### src/hw/rtl/tlex_pkg.sv
package tlex_pkg;

  localparam int unsigned ResDepth = 4;

  localparam logic [7:0] ChNl      = 8'h0A;
  localparam logic [7:0] ChPct     = 8'h25;
  localparam logic [7:0] ChLParen  = 8'h28;
  localparam logic [7:0] ChRParen  = 8'h29;
  localparam logic [7:0] ChStar    = 8'h2A;
  localparam logic [7:0] ChPlus    = 8'h2B;
  localparam logic [7:0] ChMinus   = 8'h2D;
  localparam logic [7:0] ChDot     = 8'h2E;
  localparam logic [7:0] ChSlash   = 8'h2F;
  localparam logic [7:0] ChLBrack  = 8'h5B;
  localparam logic [7:0] ChRBrack  = 8'h5D;
  localparam logic [7:0] ChUscore  = 8'h5F;
  localparam logic [7:0] ChLBrace  = 8'h7B;
  localparam logic [7:0] ChRBrace  = 8'h7D;

  typedef enum logic [3:0] {
    StStart   = 4'd0,
    StComment = 4'd1,
    StInt     = 4'd2,
    StFloat   = 4'd3,
    StString  = 4'd4,
    StToken   = 4'd5,
    StRef     = 4'd6,
    StBlkOpen = 4'd7,
    StBlkClos = 4'd8,
    StArrOpen = 4'd9,
    StArrClos = 4'd10
  } lex_state_e;

  typedef enum logic [2:0] {
    ActCopy   = 3'd0,
    ActOutput = 3'd1,
    ActUnget  = 3'd2,
    ActIgnore = 3'd3,
    ActAbort  = 3'd4
  } lex_act_e;

  typedef enum logic [3:0] {
    EvChar     = 4'd0,
    EvComment  = 4'd1,
    EvInt      = 4'd2,
    EvFloat    = 4'd3,
    EvString   = 4'd4,
    EvToken    = 4'd5,
    EvRef      = 4'd6,
    EvBlkOpen  = 4'd7,
    EvBlkClos  = 4'd8,
    EvArrOpen  = 4'd9,
    EvArrClos  = 4'd10,
    EvAbort    = 4'd11
  } ev_kind_e;

  typedef struct packed {
    ev_kind_e    kind;
    logic [7:0]  data;
    logic        last;
  } res_t;

endpackage

### src/hw/rtl/tlex_decode.sv
module tlex_decode
  import tlex_pkg::*;
(
  input  lex_state_e state_i,
  input  logic [7:0] byte_i,
  output lex_state_e next_o,
  output lex_act_e   act_o
);

  logic sp, al, dg, spc;

  assign sp  = (byte_i == 8'h20) || (byte_i >= 8'h09 && byte_i <= 8'h0D);
  assign al  = (byte_i >= 8'h61 && byte_i <= 8'h7A) || (byte_i >= 8'h41 && byte_i <= 8'h5A);
  assign dg  = (byte_i >= 8'h30 && byte_i <= 8'h39);
  assign spc = (byte_i == ChStar) || (byte_i == ChUscore);

  always_comb begin
    next_o = StStart;
    act_o  = ActAbort;
    case (state_i)
      StComment: begin
        if (byte_i == ChNl) begin
          act_o = ActOutput;
        end else begin
          next_o = StComment;
          act_o  = ActCopy;
        end
      end
      StInt: begin
        if (dg) begin
          next_o = StInt;
          act_o  = ActCopy;
        end else if (sp) begin
          act_o = ActOutput;
        end else if (byte_i == ChRBrack) begin
          act_o = ActUnget;
        end else if (byte_i == ChDot) begin
          next_o = StFloat;
          act_o  = ActCopy;
        end
      end
      StFloat: begin
        if (dg) begin
          next_o = StFloat;
          act_o  = ActCopy;
        end else if (sp) begin
          act_o = ActOutput;
        end
      end
      StString: begin
        if (byte_i == ChRParen) begin
          act_o = ActOutput;
        end else begin
          next_o = StString;
          act_o  = ActCopy;
        end
      end
      StToken: begin
        if (dg || al || spc) begin
          next_o = StToken;
          act_o  = ActCopy;
        end else if (sp) begin
          act_o = ActOutput;
        end else if (byte_i == ChLBrace) begin
          next_o = StBlkOpen;
          act_o  = ActOutput;
        end else if (byte_i == ChRBrace) begin
          next_o = StBlkClos;
          act_o  = ActOutput;
        end
      end
      StBlkOpen, StBlkClos, StArrOpen, StArrClos: begin
        act_o = ActUnget;
      end
      StRef: begin
        if (al || dg) begin
          next_o = StRef;
          act_o  = ActCopy;
        end else begin
          act_o = ActUnget;
        end
      end
      default: begin
        if (byte_i == ChPct) begin
          next_o = StComment;
          act_o  = ActIgnore;
        end else if (dg || byte_i == ChMinus || byte_i == ChPlus) begin
          next_o = StInt;
          act_o  = ActCopy;
        end else if (byte_i == ChDot) begin
          next_o = StFloat;
          act_o  = ActCopy;
        end else if (byte_i == ChSlash) begin
          next_o = StRef;
          act_o  = ActIgnore;
        end else if (al || spc) begin
          next_o = StToken;
          act_o  = ActCopy;
        end else if (byte_i == ChLParen) begin
          next_o = StString;
          act_o  = ActIgnore;
        end else if (sp) begin
          act_o = ActOutput;
        end else if (byte_i == ChLBrace) begin
          next_o = StBlkOpen;
          act_o  = ActCopy;
        end else if (byte_i == ChRBrace) begin
          next_o = StBlkClos;
          act_o  = ActCopy;
        end else if (byte_i == ChLBrack) begin
          next_o = StArrOpen;
          act_o  = ActCopy;
        end else if (byte_i == ChRBrack) begin
          next_o = StArrClos;
          act_o  = ActCopy;
        end
      end
    endcase
  end

endmodule

### src/hw/rtl/tlex_res_fifo.sv
module tlex_res_fifo
  import tlex_pkg::*;
(
  input  logic       clk_i,
  input  logic       rst_ni,
  input  logic [1:0] push_n_i,
  input  res_t       push0_i,
  input  res_t       push1_i,
  input  logic       pop_i,
  output logic       valid_o,
  output res_t       head_o,
  output logic       room_o
);

  localparam int unsigned AW   = $clog2(ResDepth);
  localparam int unsigned CntW = AW + 1;

  res_t            mem_q [ResDepth];
  logic [AW-1:0]   wr_q, wr_d, rd_q, rd_d, wr_nx;
  logic [CntW-1:0] cnt_q, cnt_d, cnt_after_pop;
  logic            pop;

  assign valid_o       = (cnt_q != '0);
  assign pop           = pop_i && valid_o;
  assign head_o        = mem_q[rd_q];
  assign wr_nx         = wr_q + AW'(1);
  assign cnt_after_pop = cnt_q - CntW'(pop);
  assign room_o        = (cnt_after_pop <= CntW'(ResDepth - 2));

  assign wr_d  = wr_q + AW'(push_n_i);
  assign rd_d  = rd_q + AW'(pop);
  assign cnt_d = cnt_after_pop + CntW'(push_n_i);

  always_ff @(posedge clk_i or negedge rst_ni) begin
    if (!rst_ni) begin
      wr_q  <= '0;
      rd_q  <= '0;
      cnt_q <= '0;
    end else begin
      wr_q  <= wr_d;
      rd_q  <= rd_d;
      cnt_q <= cnt_d;
    end
  end

  always_ff @(posedge clk_i) begin
    if (push_n_i != 2'd0) begin
      mem_q[wr_q] <= push0_i;
    end
    if (push_n_i == 2'd2) begin
      mem_q[wr_nx] <= push1_i;
    end
  end

  a_cnt_bound: assert property (@(posedge clk_i) disable iff (!rst_ni)
    cnt_q <= CntW'(ResDepth))
    else $error("result queue count out of range");

endmodule

### src/hw/rtl/illustrator_token_lexer_unit.sv
// An accepted byte is registered, then decoded and written into the result
// queue, whose head drives the output. Throughput: one byte per cycle while the
// queue has room; each result is one output beat, and an unget byte can yield two.
// Decode is one combinational pass of the transition logic per byte.
// Reset (async, active low) returns the lexer to start, clears halt and empties
// the result queue.
module illustrator_token_lexer_unit
  import tlex_pkg::*;
(
  input  logic       clk_i,
  input  logic       rst_ni,
  input  logic       in_valid_i,
  output logic       in_ready_o,
  input  logic [7:0] in_byte_i,
  input  logic       restart_i,
  output logic       out_valid_o,
  input  logic       out_ready_i,
  output logic [3:0] event_kind_o,
  output logic [7:0] data_byte_o,
  output logic       last_of_run_o
);

  logic       in_valid_q, in_valid_d;
  logic [7:0] byte_q;
  logic       restart_q;
  lex_state_e state_q, state_d, cur_state, next1, next2;
  lex_act_e   act1, act2;
  logic       halted_q, halted_d, halted_eff;
  logic       room, consume, pop;
  logic       va, vb;
  res_t       ra, rb, d0, d1, head;
  logic [1:0] n, push_n;
  ev_kind_e   kind1;

  assign consume    = in_valid_q && room;
  assign in_ready_o = !in_valid_q || consume;
  assign in_valid_d = (in_valid_i && in_ready_o) || (in_valid_q && !consume);

  assign cur_state  = restart_q ? StStart : state_q;
  assign halted_eff = halted_q && !restart_q;
  assign kind1      = ev_kind_e'(4'(cur_state));

  tlex_decode u_dec1 (
    .state_i (cur_state),
    .byte_i  (byte_q),
    .next_o  (next1),
    .act_o   (act1)
  );

  tlex_decode u_dec2 (
    .state_i (StStart),
    .byte_i  (byte_q),
    .next_o  (next2),
    .act_o   (act2)
  );

  always_comb begin
    va = 1'b0;
    ra = '{kind: EvChar, data: 8'h00, last: 1'b0};
    case (act1)
      ActCopy: begin
        va = 1'b1;
        ra = '{kind: EvChar, data: byte_q, last: 1'b0};
      end
      ActOutput, ActUnget: begin
        va = (cur_state != StStart);
        ra = '{kind: kind1, data: 8'h00, last: 1'b0};
      end
      ActAbort: begin
        va = 1'b1;
        ra = '{kind: EvAbort, data: 8'h00, last: 1'b0};
      end
      default: va = 1'b0;
    endcase

    vb = 1'b0;
    rb = '{kind: EvChar, data: 8'h00, last: 1'b0};
    if (act1 == ActUnget) begin
      case (act2)
        ActCopy: begin
          vb = 1'b1;
          rb = '{kind: EvChar, data: byte_q, last: 1'b0};
        end
        ActAbort: begin
          vb = 1'b1;
          rb = '{kind: EvAbort, data: 8'h00, last: 1'b0};
        end
        default: vb = 1'b0;
      endcase
    end
  end

  always_comb begin
    d0 = ra;
    d1 = rb;
    n  = 2'd0;
    if (va && vb) begin
      n = 2'd2;
    end else if (va) begin
      n = 2'd1;
    end else if (vb) begin
      d0 = rb;
      n  = 2'd1;
    end
    d0.last = (n == 2'd1);
    d1.last = 1'b1;
    if (halted_eff) begin
      n = 2'd0;
    end
  end

  assign push_n = consume ? n : 2'd0;

  always_comb begin
    state_d  = state_q;
    halted_d = halted_q;
    if (consume) begin
      if (halted_eff) begin
        state_d = cur_state;
      end else if (act1 == ActAbort || (act1 == ActUnget && act2 == ActAbort)) begin
        state_d  = StStart;
        halted_d = 1'b1;
      end else if (act1 == ActUnget) begin
        state_d  = next2;
        halted_d = 1'b0;
      end else begin
        state_d  = next1;
        halted_d = 1'b0;
      end
    end
  end

  always_ff @(posedge clk_i or negedge rst_ni) begin
    if (!rst_ni) begin
      in_valid_q <= 1'b0;
      state_q    <= StStart;
      halted_q   <= 1'b0;
    end else begin
      in_valid_q <= in_valid_d;
      state_q    <= state_d;
      halted_q   <= halted_d;
    end
  end

  always_ff @(posedge clk_i) begin
    if (in_valid_i && in_ready_o) begin
      byte_q    <= in_byte_i;
      restart_q <= restart_i;
    end
  end

  assign pop = out_valid_o && out_ready_i;

  tlex_res_fifo u_fifo (
    .clk_i    (clk_i),
    .rst_ni   (rst_ni),
    .push_n_i (push_n),
    .push0_i  (d0),
    .push1_i  (d1),
    .pop_i    (pop),
    .valid_o  (out_valid_o),
    .head_o   (head),
    .room_o   (room)
  );

  assign event_kind_o  = 4'(head.kind);
  assign data_byte_o   = head.data;
  assign last_of_run_o = head.last;

  a_halt_start: assert property (@(posedge clk_i) disable iff (!rst_ni)
    halted_q |-> state_q == StStart)
    else $error("halted with lexer away from start");

  a_hold_item: assert property (@(posedge clk_i) disable iff (!rst_ni)
    in_valid_q && !room |=> in_valid_q && $stable(byte_q))
    else $error("pending byte lost while queue full");

  a_two_unget: assert property (@(posedge clk_i) disable iff (!rst_ni)
    push_n == 2'd2 |-> act1 == ActUnget && !halted_eff)
    else $error("double result without unget");

endmodule
### config.mk
export PLATFORM = sky130hd
export DESIGN_NAME = illustrator_token_lexer_unit
export DESIGN_NICKNAME = d
export VERILOG_FILES = /design/src/hw/rtl/tlex_pkg.sv /design/src/hw/rtl/tlex_decode.sv /design/src/hw/rtl/tlex_res_fifo.sv /design/src/hw/rtl/illustrator_token_lexer_unit.sv
export SDC_FILE = /design/constraint.sdc
export NUM_CORES = 1
export LEC_CHECK = 0
export ABC_AREA = 1
export BUFFER_PORTS_ARGS = -buffer_cell sky130_fd_sc_hd__clkbuf_2
export CAP_MARGIN = 15
export CORE_ASPECT_RATIO = 1.25
export CORE_MARGIN = 4
export CORE_UTILIZATION = 55
export DETAILED_ROUTE_END_ITERATION = 6
export PLACE_DENSITY = 0.74
export SLEW_MARGIN = 20
export SYNTH_ARGS = -nofsm -noshare
export SYNTH_HDL_FRONTEND = slang
export SYNTH_SLANG_ARGS = --single-unit
### constraint.sdc
create_clock -name clk_i -period 3 [get_ports clk_i]
set_input_delay 0.15 -clock clk_i [delete_from_list [all_inputs] [get_ports clk_i]]
set_output_delay 0.15 -clock clk_i [all_outputs]
set_load 0.1 [all_outputs]
==> Word level (Yosys, flattened, before mapping) <==
Memories as Yosys holds them, arrays and structs flattened.
Index checks and enable logic that the tools add are counted.
{ "op_classes": {"n_reduce_logical": 36, "add_sub_neg": 5, "n_bitwise": 1, "magnitude_cmp": 9, "n_eq_ne": 31, "muxes": 72} }
{ "ops": {"columns": ["cell", "count"], "rows": [
  ["4-bit two-way mux", 22],
  ["8-bit by 6-bit equality test with 1-bit output (second input constant)", 9],
  ["3-bit two-way mux", 23],
  ["13-bit two-way mux", 4],
  ["8-bit by 7-bit equality test with 1-bit output (second input constant)", 5],
  ["13-bit one-hot mux with 3 select lines", 1],
  ["4-bit one-hot mux with 7 select lines", 1],
  ["13-bit one-hot mux with 2 select lines", 1],
  ["3-bit one-hot mux with 7 select lines", 1],
  ["4-bit by 3-bit equality test with 1-bit output (second input constant)", 4],
  ["8-bit by 7-bit >= comparator with 1-bit output (second input constant)", 2],
  ["8-bit by 7-bit <= comparator with 1-bit output (second input constant)", 2],
  ["4-bit equality test (second input constant)", 3],
  ["1-bit logical AND", 12],
  ["1-bit two-way mux", 12],
  ["2-bit two-way mux", 6],
  ["1-bit logical OR", 11],
  ["4-bit by 2-bit equality test with 1-bit output (second input constant)", 2],
  ["8-bit by 4-bit equality test with 1-bit output (second input constant)", 1],
  ["8-bit by 4-bit >= comparator with 1-bit output (second input constant)", 1],
  ["8-bit by 6-bit >= comparator with 1-bit output (second input constant)", 1],
  ["8-bit by 4-bit <= comparator with 1-bit output (second input constant)", 1],
  ["8-bit by 6-bit <= comparator with 1-bit output (second input constant)", 1],
  ["3-bit equality test (second input constant)", 2],
  ["21 further kinds", 26]
]} }
{ "totals": {"mem_bits_rw": 52, "n_memories": 1, "inputBits": 13, "ff_bits": 22, "word_cells": 163} }
{ "mem_list": {"columns": ["memory", "depth", "width", "read_ports", "rd_clocked_by_memory_dff", "write_ports", "line_no", "text"], "rows": [
  ["u_fifo.mem_q", 4, 13, 1, 0, 2, "tlex_res_fifo.sv:18", "res_t mem_q [ResDepth];"]
]} }

==> Longest topological paths before layout <==
Gate-level depths: netlist of the first run.
{ "depth": {"word_depth": 24, "depth_mapped": 26, "ltp_nobuf": 23} }

==> Modules after synthesis <==
A second synthesis of the first run with hierarchy kept.
{ "unflattened": {"hier_cells": 922, "area_unflattened_um2": 6000.8} }
{ "modules_own_cells": {"columns": ["mod", "cells_each", "seq_area_each_um2", "area_per_inst_um2", "n_inst"], "rows": [
  ["tlex_res_fifo", 420, 1736.7, 3340.7, 1],
  ["illustrator_token_lexer_unit", 134, 420.4, 1073.5, 1],
  ["tlex_decode (u_dec1)", 188, 0.0, 803.3, 1],
  ["tlex_decode (u_dec2)", 180, 0.0, 783.3, 1]
]} }

==> Worst setup path after synthesis of the first run <==
OpenSTA, ideal clock, no wires.
{ "synth_timing": {"path_type": "reg2reg", "start": "register byte_q[4]", "end": "memory u_fifo.mem_q[0][10] (netlist bit) (enable)", "path_buffers": 2, "path_slack_ns": -0.097, "t_arrival_ns": 2.752, "setup_ns": 0.345, "stages_incl_launch_ff": 22, "path_cell_list": "edfxtp_1 buf_4 clkinv_4 nand2_1 nor2_4 nand3_1 nand2_2 nor2_1 nand3_1 nand2_1 nand3_4 inv_2 buf_6 nor2_8 nand2_1 nand2_1 ha_1 inv_1 nand2_1 nor2_2 inv_1 nand2_1"} }
{ "synth_rtl": {"columns": ["element", "line_no", "text"], "rows": [
  ["start: declaration", "illustrator_token_lexer_unit.sv:24", "logic [7:0] byte_q;"],
  ["start signal: assignment", "illustrator_token_lexer_unit.sv:147", "byte_q <= in_byte_i;"],
  ["end: declaration", "tlex_res_fifo.sv:18", null]
]} }

==> summary.txt, run 1 <==
Cells and area
  • Fillers: about 630
  • Ant. Diodes: 0
  • Share of layout cells above drive strength 1: 32.4%
  • Final nets: approximately 700
  • Area delta synth->final: 27.0%
  • Layout Utilization: a little under three quarters

Setup path
  • Crit-path cells: nor2_4 -> nand3_1 -> nor2_2 -> nand4_1 -> nand2_1 -> nor2_4 -> nand3_4 -> buf_4 -> nand2_1 -> ha_1 -> inv_2 -> nor2_4 -> nor2_4 -> inv_4 -> nand2_4 -> clkinvlp_4 -> nand4_1 -> nand2_1
  • CP Launch Type: flip-flop
  • WP buf/inv: 4
  • CP most frequent cell: nor2_4
  • CP Class: reg -> reg
  • Crit end category: flip-flop
  • Crit-path max cell delay: approximately 0.55 ns
  • Crit path DAT: between 3 and 4 ns
  • Top Family by Delay on Critical Path: simple AND/OR/NAND/NOR gates
  • Reg2Reg Setup Slack: 0.01 ns
  • Critical path's slowest cell: edfxtp_1
  • Crit Path Max Fanout: 7
  • CP Data Required Time: 3.11 ns

Synth
  • Post-synthesis simple-gate area fraction: a little over a third
  • Synth Instances: approximately 570
  • Synth cell types: 38
  • Sequential-to-total area share from yosys stat: between 40% and 50%
  • Predominant post-synthesis flop cell: edfxtp_1
  • Largest family of logic cells by synthesized area: simple AND/OR/NAND/NOR gates
  • Post-Synth Adder-Cell Area: ~2.1%
  • Synth Register Bits: 74
  • Post-Synth XOR/XNOR Area: under 10%
  • Mux share of post-synthesis cell area: 0%
  • Synth Area per Inst: between 8 and 9 sq um
  • Number of synthesized flops with an enable pin: between 50 and 60
  • Ys async rst share: between 15 and 20%
  • Synth top area share: between 30% and 40%
  • Synthesized area: ~4600 sq um
  • Top cell type by total area after synthesis: edfxtp_1
  • Main area contributors after synthesis: edfxtp_1, nand2_1, dfrtp_1, nor2_1, nand4_1
  • Post-synthesis compound-gate area fraction: 7.54%
  • Warnings from Yosys: 0
  • Post-Syn Nets: 592

Clock network
  • Clk Latency, worst-skew pair: 0.36 ns
  • Clock-pin transition on the worst setup and hold timing paths: 0.07 ns
  • Clk sinks: 74
  • CTS tree: built
  • CTS Buf Count: 9
  • CTS Root Buffer Type: clkbuf_8
  • CTS H-tree depth: 3
  • Clock tree buffer depth: 2

Route
  • Drt drc: 0
  • Via/cell ratio: 5.58
  • First-pass detailed-route iteration total: 7
  • Initial DRC Count: approximately 350
  • Antenna violation net count after detailed routing: 0
  • Routed length per instance: 15.3 um
  • Via count: approximately 4,300
  • Routed wire length: around 12,000 um

GRT
  • First-pass GRT wire length: between 15,000 and 20,000 um
  • Number of global-route vias before repair: slightly above 4,000
  • Pin count of the biggest net entering global routing: 30
  • Initial antenna violation count: 0
  • Grt ovf: 0
  • Global Route Usage Sum: about a quarter

Timing
  • Relative slew slack: ~52%
  • Final Hold Viols: 0
  • Final Worst Setup Slack: ~0.015 ns
  • Min Clock Period, post-route: between 2 and 3 ns
  • Period utilization: between 90% and 100%
  • Hold slack: about 0.22 ns
  • Max-slew violation count: 0
  • Fmax: 335 MHz
  • Final setup viols: 0
  • Measured slew at the worst slew-check pin: 0.724 ns
  • RSZ-0062 raised after global routing: true
  • Clock skew after layout: 0.00576 ns

Die
  • Die W: roughly 90 um
  • I/O pins: 28
  • FP Rows: 37
  • Die area: a little under 10,000 sq um
  • Core Region: around 8200 sq um
  • Die Y: approximately 110 um
  • Initial core utilization: between 50% and 60%

Placement
  • Final GP Congestion: between 0.9 and 1
  • Pre-CTS WS: -0.175 ns
  • IO Port Bufs: 27
  • Hpwl dp: around 8500 um

Job
  • Maxcap violations: 0

Hold path
  • Worst hold path class: in -> async

Outcome
  • Status: complete, no violations
-- per-layer routing --
metal | global-route usage (%) | routed length (um) | share of wire [%] | up-vias
li1 | - | - | - | 2125
met1 | 29.2 | 4660 | 39 | 2007
met2 | 44.2 | 6180 | 52 | 182
met3 | 4.48 | 794 | 6.6 | 33
met4 | 8.76 | 326 | 2.7 | 0
met5 | 0 | 0 | 0 | -
-- timing repair --
action	4_1_cts	5_1_grt
cloned	3	0
pin swaps	2	34
hold buffers	11	0
endpoints found under the setup margin	38	99
buffers inserted	5	14
resized for setup	18	47
endpoints found under the hold margin	23	0
-- worst register-to-register path: stages (launching register included) --
cell	delay (ns)
edfxtp_1	0.55
nor2_4	0.22
nand3_1	0.15
nor2_2	0.17
nand4_1	0.12
nand2_1	0.13
nor2_4	0.05
nand3_4	0.06
buf_4	0.13
nand2_1	0.05
ha_1	0.29
inv_2	0.08
nor2_4	0.05
nor2_4	0.11
inv_4	0.08
nand2_4	0.12
clkinvlp_4	0.17
nand4_1	0.13
nand2_1	0.07
-- layout make-up --
| cell class | count | area [sq um] | area share [%] |
|---|---|---|---|
| multi-input combinational | 417 | 2320 | 39.7 |
| sequential | 74 | 2080 | 35.6 |
| timing repair buffer | 114 | 865 | 14.8 |
| inverter | 58 | 246 | 4.22 |
| clock buffer | 11 | 131 | 2.25 |
| tap | 97 | 121 | 2.08 |
| clock inverter | 5 | 55.1 | 0.943 |
| timing repair inverter | 3 | 22.5 | 0.386 |
-- layout by cell type (no fill, tap or decap), types with 3 or more instances in the layout --
cell	count
a21oi_1	5
buf_12	3
buf_4	70
buf_6	3
clkbuf_2	27
clkbuf_8	9
clkinvlp_4	8
dfrtp_1	13
dfxtp_1	8
dlygate4sd3_1	11
edfxtp_1	53
ha_1	6
inv_1	37
inv_2	12
inv_4	5
nand2_1	144
nand2_2	26
nand2_4	5
nand3_1	28
nand3_2	3
nand3b_1	3
nand4_1	37
nor2_1	55
nor2_2	14
nor2_4	10
nor3_2	10
o211ai_1	4
o21ai_0	32
o21ai_1	3
o21ai_2	3
o22ai_1	13
xor2_1	3
-- cells in the mapped netlist, types with 2 or more instances --
cell type and n:
xor2_1 3, nor2_2 12, edfxtp_1 53, dfxtp_1 8, o22ai_1 13, inv_1 43, ha_1 6, nand2_2 11
nand2_1 165, buf_6 3, o211ai_1 4, clkinv_1 2, o21ai_0 32, nand3_4 2, nor3_1 3, nand4_1 37
nand3_1 31, dfrtp_1 13, o21ai_1 5, nor2_1 62, nor2_4 5, buf_4 10, clkbuf_1 7, inv_2 12
nor3_2 9, nand3b_1 3, buf_2 3, a21oi_1 5
-- flip-flops by register name, summed over array words and instances, names as in the netlist --
register / flops
u_fifo.mem_q: 52
byte_q: 8
state_q: 4
u_fifo.cnt_q: 3
u_fifo.rd_q: 2
u_fifo.wr_q: 2
halted_q: 1
in_valid_q: 1
restart_q: 1
-- through the flow --
step	setup TNS, ns	std cells	area [sq um]
detailed placement	-2.63	731	5180
global route	-7.28	779	5840
global placement	-1.86	731	5180
floorplan	-0.00118	572	4600
CTS	0	766	5590
finish	0	779	5840
-- kinds of logic (layout without fill, tap and decap cells) --
kind of cell	Yosys count	in the layout
and+or+nand+nor	343	343
buffers and inverters	81	191
DFF	74	74
AOI/OAI and AO/OA	62	62
adders and majority gates	7	7
xor gates and xnor gates	5	5
-- final timing paths --
kind	from	end	depth (start not counted)
max in group asynchronous	rst_ni	u_fifo.wr_q[1]	2
max	byte_q[2]	u_fifo.mem_q[0][3]	18
min	rst_ni	u_fifo.wr_q[0]	2
min in group clk_i	out_ready_i	u_fifo.rd_q[0]	3
min reg2reg	u_fifo.mem_q[2][0]	u_fifo.mem_q[2][0]	2
max reg2reg	byte_q[2]	u_fifo.mem_q[0][3]	18
Power of run 1 is not shown: default switching activity piles up to over one toggle a cycle in this logic, so the estimate is an artifact.
==> run 2: changes to the inputs <==
- CORE_MARGIN: 4 -> not set
==> run 2 against run 1 <==
The flow now finishes with violations (setup timing). Fmax is 1.8% lower. Critical path depth up 4. Global-route usage is 2.7 points higher. Sequential share of layout area decreased by 1.1 points. Clock skew increased by 0.0086 ns. Clock-buffer cell count grew 1. Critical path type unchanged. Largest cell class unchanged.
==> summary.txt, run 2 (synthesis gave the netlist of run 1 again) <==
Outcome
  • Status: complete, but fails checks
  • Failing checks: setup timing

Clock network
  • Clk sinks: 74 (unchanged)
  • CTS tree: built
  • Clock tree buffer depth: 2 (unchanged)
  • Clock-pin transition on the worst setup and hold timing paths: 0.07 ns (about the same)
  • CTS H-tree depth: 3 (unchanged)
  • CTS Root Buffer Type: clkbuf_8
  • CTS Buf Count: 9 (unchanged)
  • Clk Latency, worst-skew pair: 0.36 ns (about the same)

Setup path
  • CP most frequent cell: nand2_2
  • Crit path DAT: 3.15 ns (+0.05 ns)
  • Crit-path cells: nor2_1 -> nand2_1 -> nor2_2 -> nand2_2 -> nand2_2 -> nor2_2 -> nand3_2 -> nand2_2 -> nand3_4 -> inv_4 -> nor2_8 -> nand2_2 -> nand2_2 -> ha_4 -> inv_4 -> nor2_4 -> nor2_2 -> inv_2 -> nand2_4 -> clkinvlp_4 -> nand4_1 -> nand2_1
  • Crit Path Max Fanout: 6 (-1)
  • Crit end category: flip-flop
  • CP Data Required Time: 3.11 ns (about the same)
  • Top Family by Delay on Critical Path: simple AND/OR/NAND/NOR gates
  • Critical path's slowest cell: edfxtp_1
  • Reg2Reg Setup Slack: -0.04 ns (-0.05 ns)
  • Crit-path max cell delay: 0.51 ns (-0.04 ns)
  • WP buf/inv: 4 (unchanged)
  • CP Class: reg -> reg
  • Reg2Reg Depth: 22 (+4)
  • CP Launch Type: flip-flop
  • R2r startpoint: byte_q[4]
  • FF-to-FF End: u_fifo.mem_q[1][6]

Die
  • Initial core utilization: 58.0% (+1.9 points)
  • Die W: 83.8 um (-6.7%)
  • I/O pins: 28 (unchanged)
  • Core Region: 7930 sq um (-3.3%)
  • Die area: 8730 sq um (-12%)
  • Die Y: 104 um (-5.4%)
  • FP Rows: 36 (-2.7%)

Cells and area
  • Most frequent cells in the layout: nand2_1, buf_4, edfxtp_1
  • Share of layout cells above drive strength 1: 34.9% (+2.5 points)
  • Most common cell after layout, fill and taps aside: nand2_1
  • Final nets: 712 (+2.2%)
  • Fillers: 552 (-12%)
  • Ant. Diodes: 0 (unchanged)
  • Max reg flops: 52 (unchanged)
  • Area delta synth->final: 30.9%
  • Largest Register: u_fifo.mem_q
  • Layout Utilization: 75.9% (+4.7 points)
  • Largest registers: u_fifo.mem_q (52), byte_q (8), state_q (4)

GRT
  • Pin count of the biggest net entering global routing: 30 (unchanged)
  • Global Route Usage Sum: 27.1% (+2.7 points)
  • Number of global-route vias before repair: 3,966 (-2.6%)
  • Initial antenna violation count: 0 (unchanged)
  • Global Route met1 Usage: 32.7% (+3.5 points)
  • First-pass GRT wire length: 18,700 um (-2.7%)
  • Grt ovf: 0 (unchanged)
  • Met3 Use GR: 5.16% (+0.68 points)
  • M2 GR Usage: 47.2% (+3.0 points)
  • Busiest grt layer: met2

Timing
  • Fmax: 329 MHz (-1.8%)
  • RSZ-0062 raised after global routing: true
  • Relative slew slack: 50.6% (-1.1 points)
  • Measured slew at the worst slew-check pin: 0.740 ns (+0.0168 ns)
  • Final Hold Viols: 0 (unchanged)
  • Final Worst Setup Slack: -0.0390 ns (-0.0537 ns)
  • Period utilization: 101% (+1.8 points)
  • Min Clock Period, post-route: 3.04 ns (+0.0537 ns)
  • Final setup viols: 14 (+14)
  • Hold slack: 0.231 ns (+0.0115 ns)
  • Max-slew violation count: 0 (unchanged)
  • Clock skew after layout: 0.0143 ns (+0.00857 ns)

Power and ir drop
  • Int Pwr: 3240 uW
  • Leak pwr: 0.00276 uW
  • Clock share of power: about a tenth
  • Combinational Power Share: between 60% and 70%
  • Psw: about 3900 uW
  • PD cells: 1190 nW/um^2
  • Seq pwr share: between 20% and 30%
  • Total Power: 7140 uW
  • Sw Share: a little over half
  • VDD IR-drop max: roughly 1000 uV

Route
  • Routed length per instance: 16.2 um (+5.4%)
  • First-pass detailed-route iteration total: 6 (-1)
  • Antenna violation net count after detailed routing: 0 (unchanged)
  • Drt drc: 0 (unchanged)
  • Routed wire length: 12,800 um (+7.2%)
  • Via count: 4,537 (+4.4%)
  • Via/cell ratio: 5.73 (+2.7%)
  • Initial DRC Count: 471 (+37%)

Placement
  • Pre-CTS WS: -0.158 ns (+0.0161 ns)
  • Hpwl dp: 8350 um (-1.4%)
  • IO Port Bufs: 27 (unchanged)
  • Final GP Congestion: 0.939 (-5.2%)

Hold path
  • Worst hold path class: in -> async

Job
  • Maxcap violations: 0 (unchanged)
[run 2: cell types whose count changed in the layout (fill, tap and decap cells not counted), moves of 2 or more]
cell,delta
buf_4,+13
nor2_1,-3
nor2_4,+2
nand2_2,+2
nand3_2,+3
nand2_8,-2
buf_12,+2
nand3_1,-4
clkinvlp_4,-3
[run 2: worst max-delay path by stage]
stage                                      to  slack (ns)  startpoint  depth (start not counted)
after floorplan            u_fifo.mem_q[0][7]      -0.001   byte_q[4]                         25
after global placement    u_fifo.mem_q[1][12]       -0.15   byte_q[3]                         22
after detailed placement  u_fifo.mem_q[1][12]       -0.16   byte_q[3]                         22
after CTS                  u_fifo.mem_q[1][6]      -0.001   byte_q[0]                         22
after global routing       u_fifo.mem_q[1][4]       -0.22  state_q[1]                         21
final                      u_fifo.mem_q[1][6]       -0.04   byte_q[4]                         22
[run 2: final cells by class]
class                      instances  area, sq um  area share, %
clock buffer                      12          135           2.25
clock inverter                     4         43.8          0.728
inverter                          58          245           4.07
multi-input combinational        417         2370           39.4
sequential                        74         2080           34.5
tap                               95          119           1.98
timing repair buffer             130         1010           16.8
timing repair inverter             2         15.0          0.249
[run 2: repair_timing]
| action | CTS | global route |
|---|---|---|
| setup endpoints to repair | 58 | 99 |
| pin swaps | 3 | 41 |
| hold buffers | 11 | 0 |
| buffers inserted | 5 | 24 |
| gates resized for setup | 13 | 63 |
| cloned | 2 | 0 |
| hold endpoints to repair | 23 | 0 |
[run 2: power groups by stage]
stage | clock network [uW] | logic (uW) | registers, uW
CTS | 735 | 4290 | 1710
detailed placement | 0 | 4180 | 1730
global route | 780 | 4990 | 1770
floorplan | 0 | 3260 | 1640
global placement | 0 | 4100 | 1720
finish | 726 | 4690 | 1730
[run 2: through the flow]
step / TNS, ns / area [sq um] / std cells
after floorplan: -0.00118 / 4600 / 572
after global placement: -2.10 / 5240 / 734
after detailed placement: -3.84 / 5240 / 734
after CTS: -0.00136 / 5630 / 768
after global routing: -12.56 / 6020 / 792
final: -0.236 / 6020 / 792
[run 2: metal layers]
metal	vias to the layer above	share of wire, %
li1	2158	-
met1	2070	38
met2	259	52
met3	50	7.2
met4	0	2.7
met5	-	0
(Power assumes the default switching activity.)
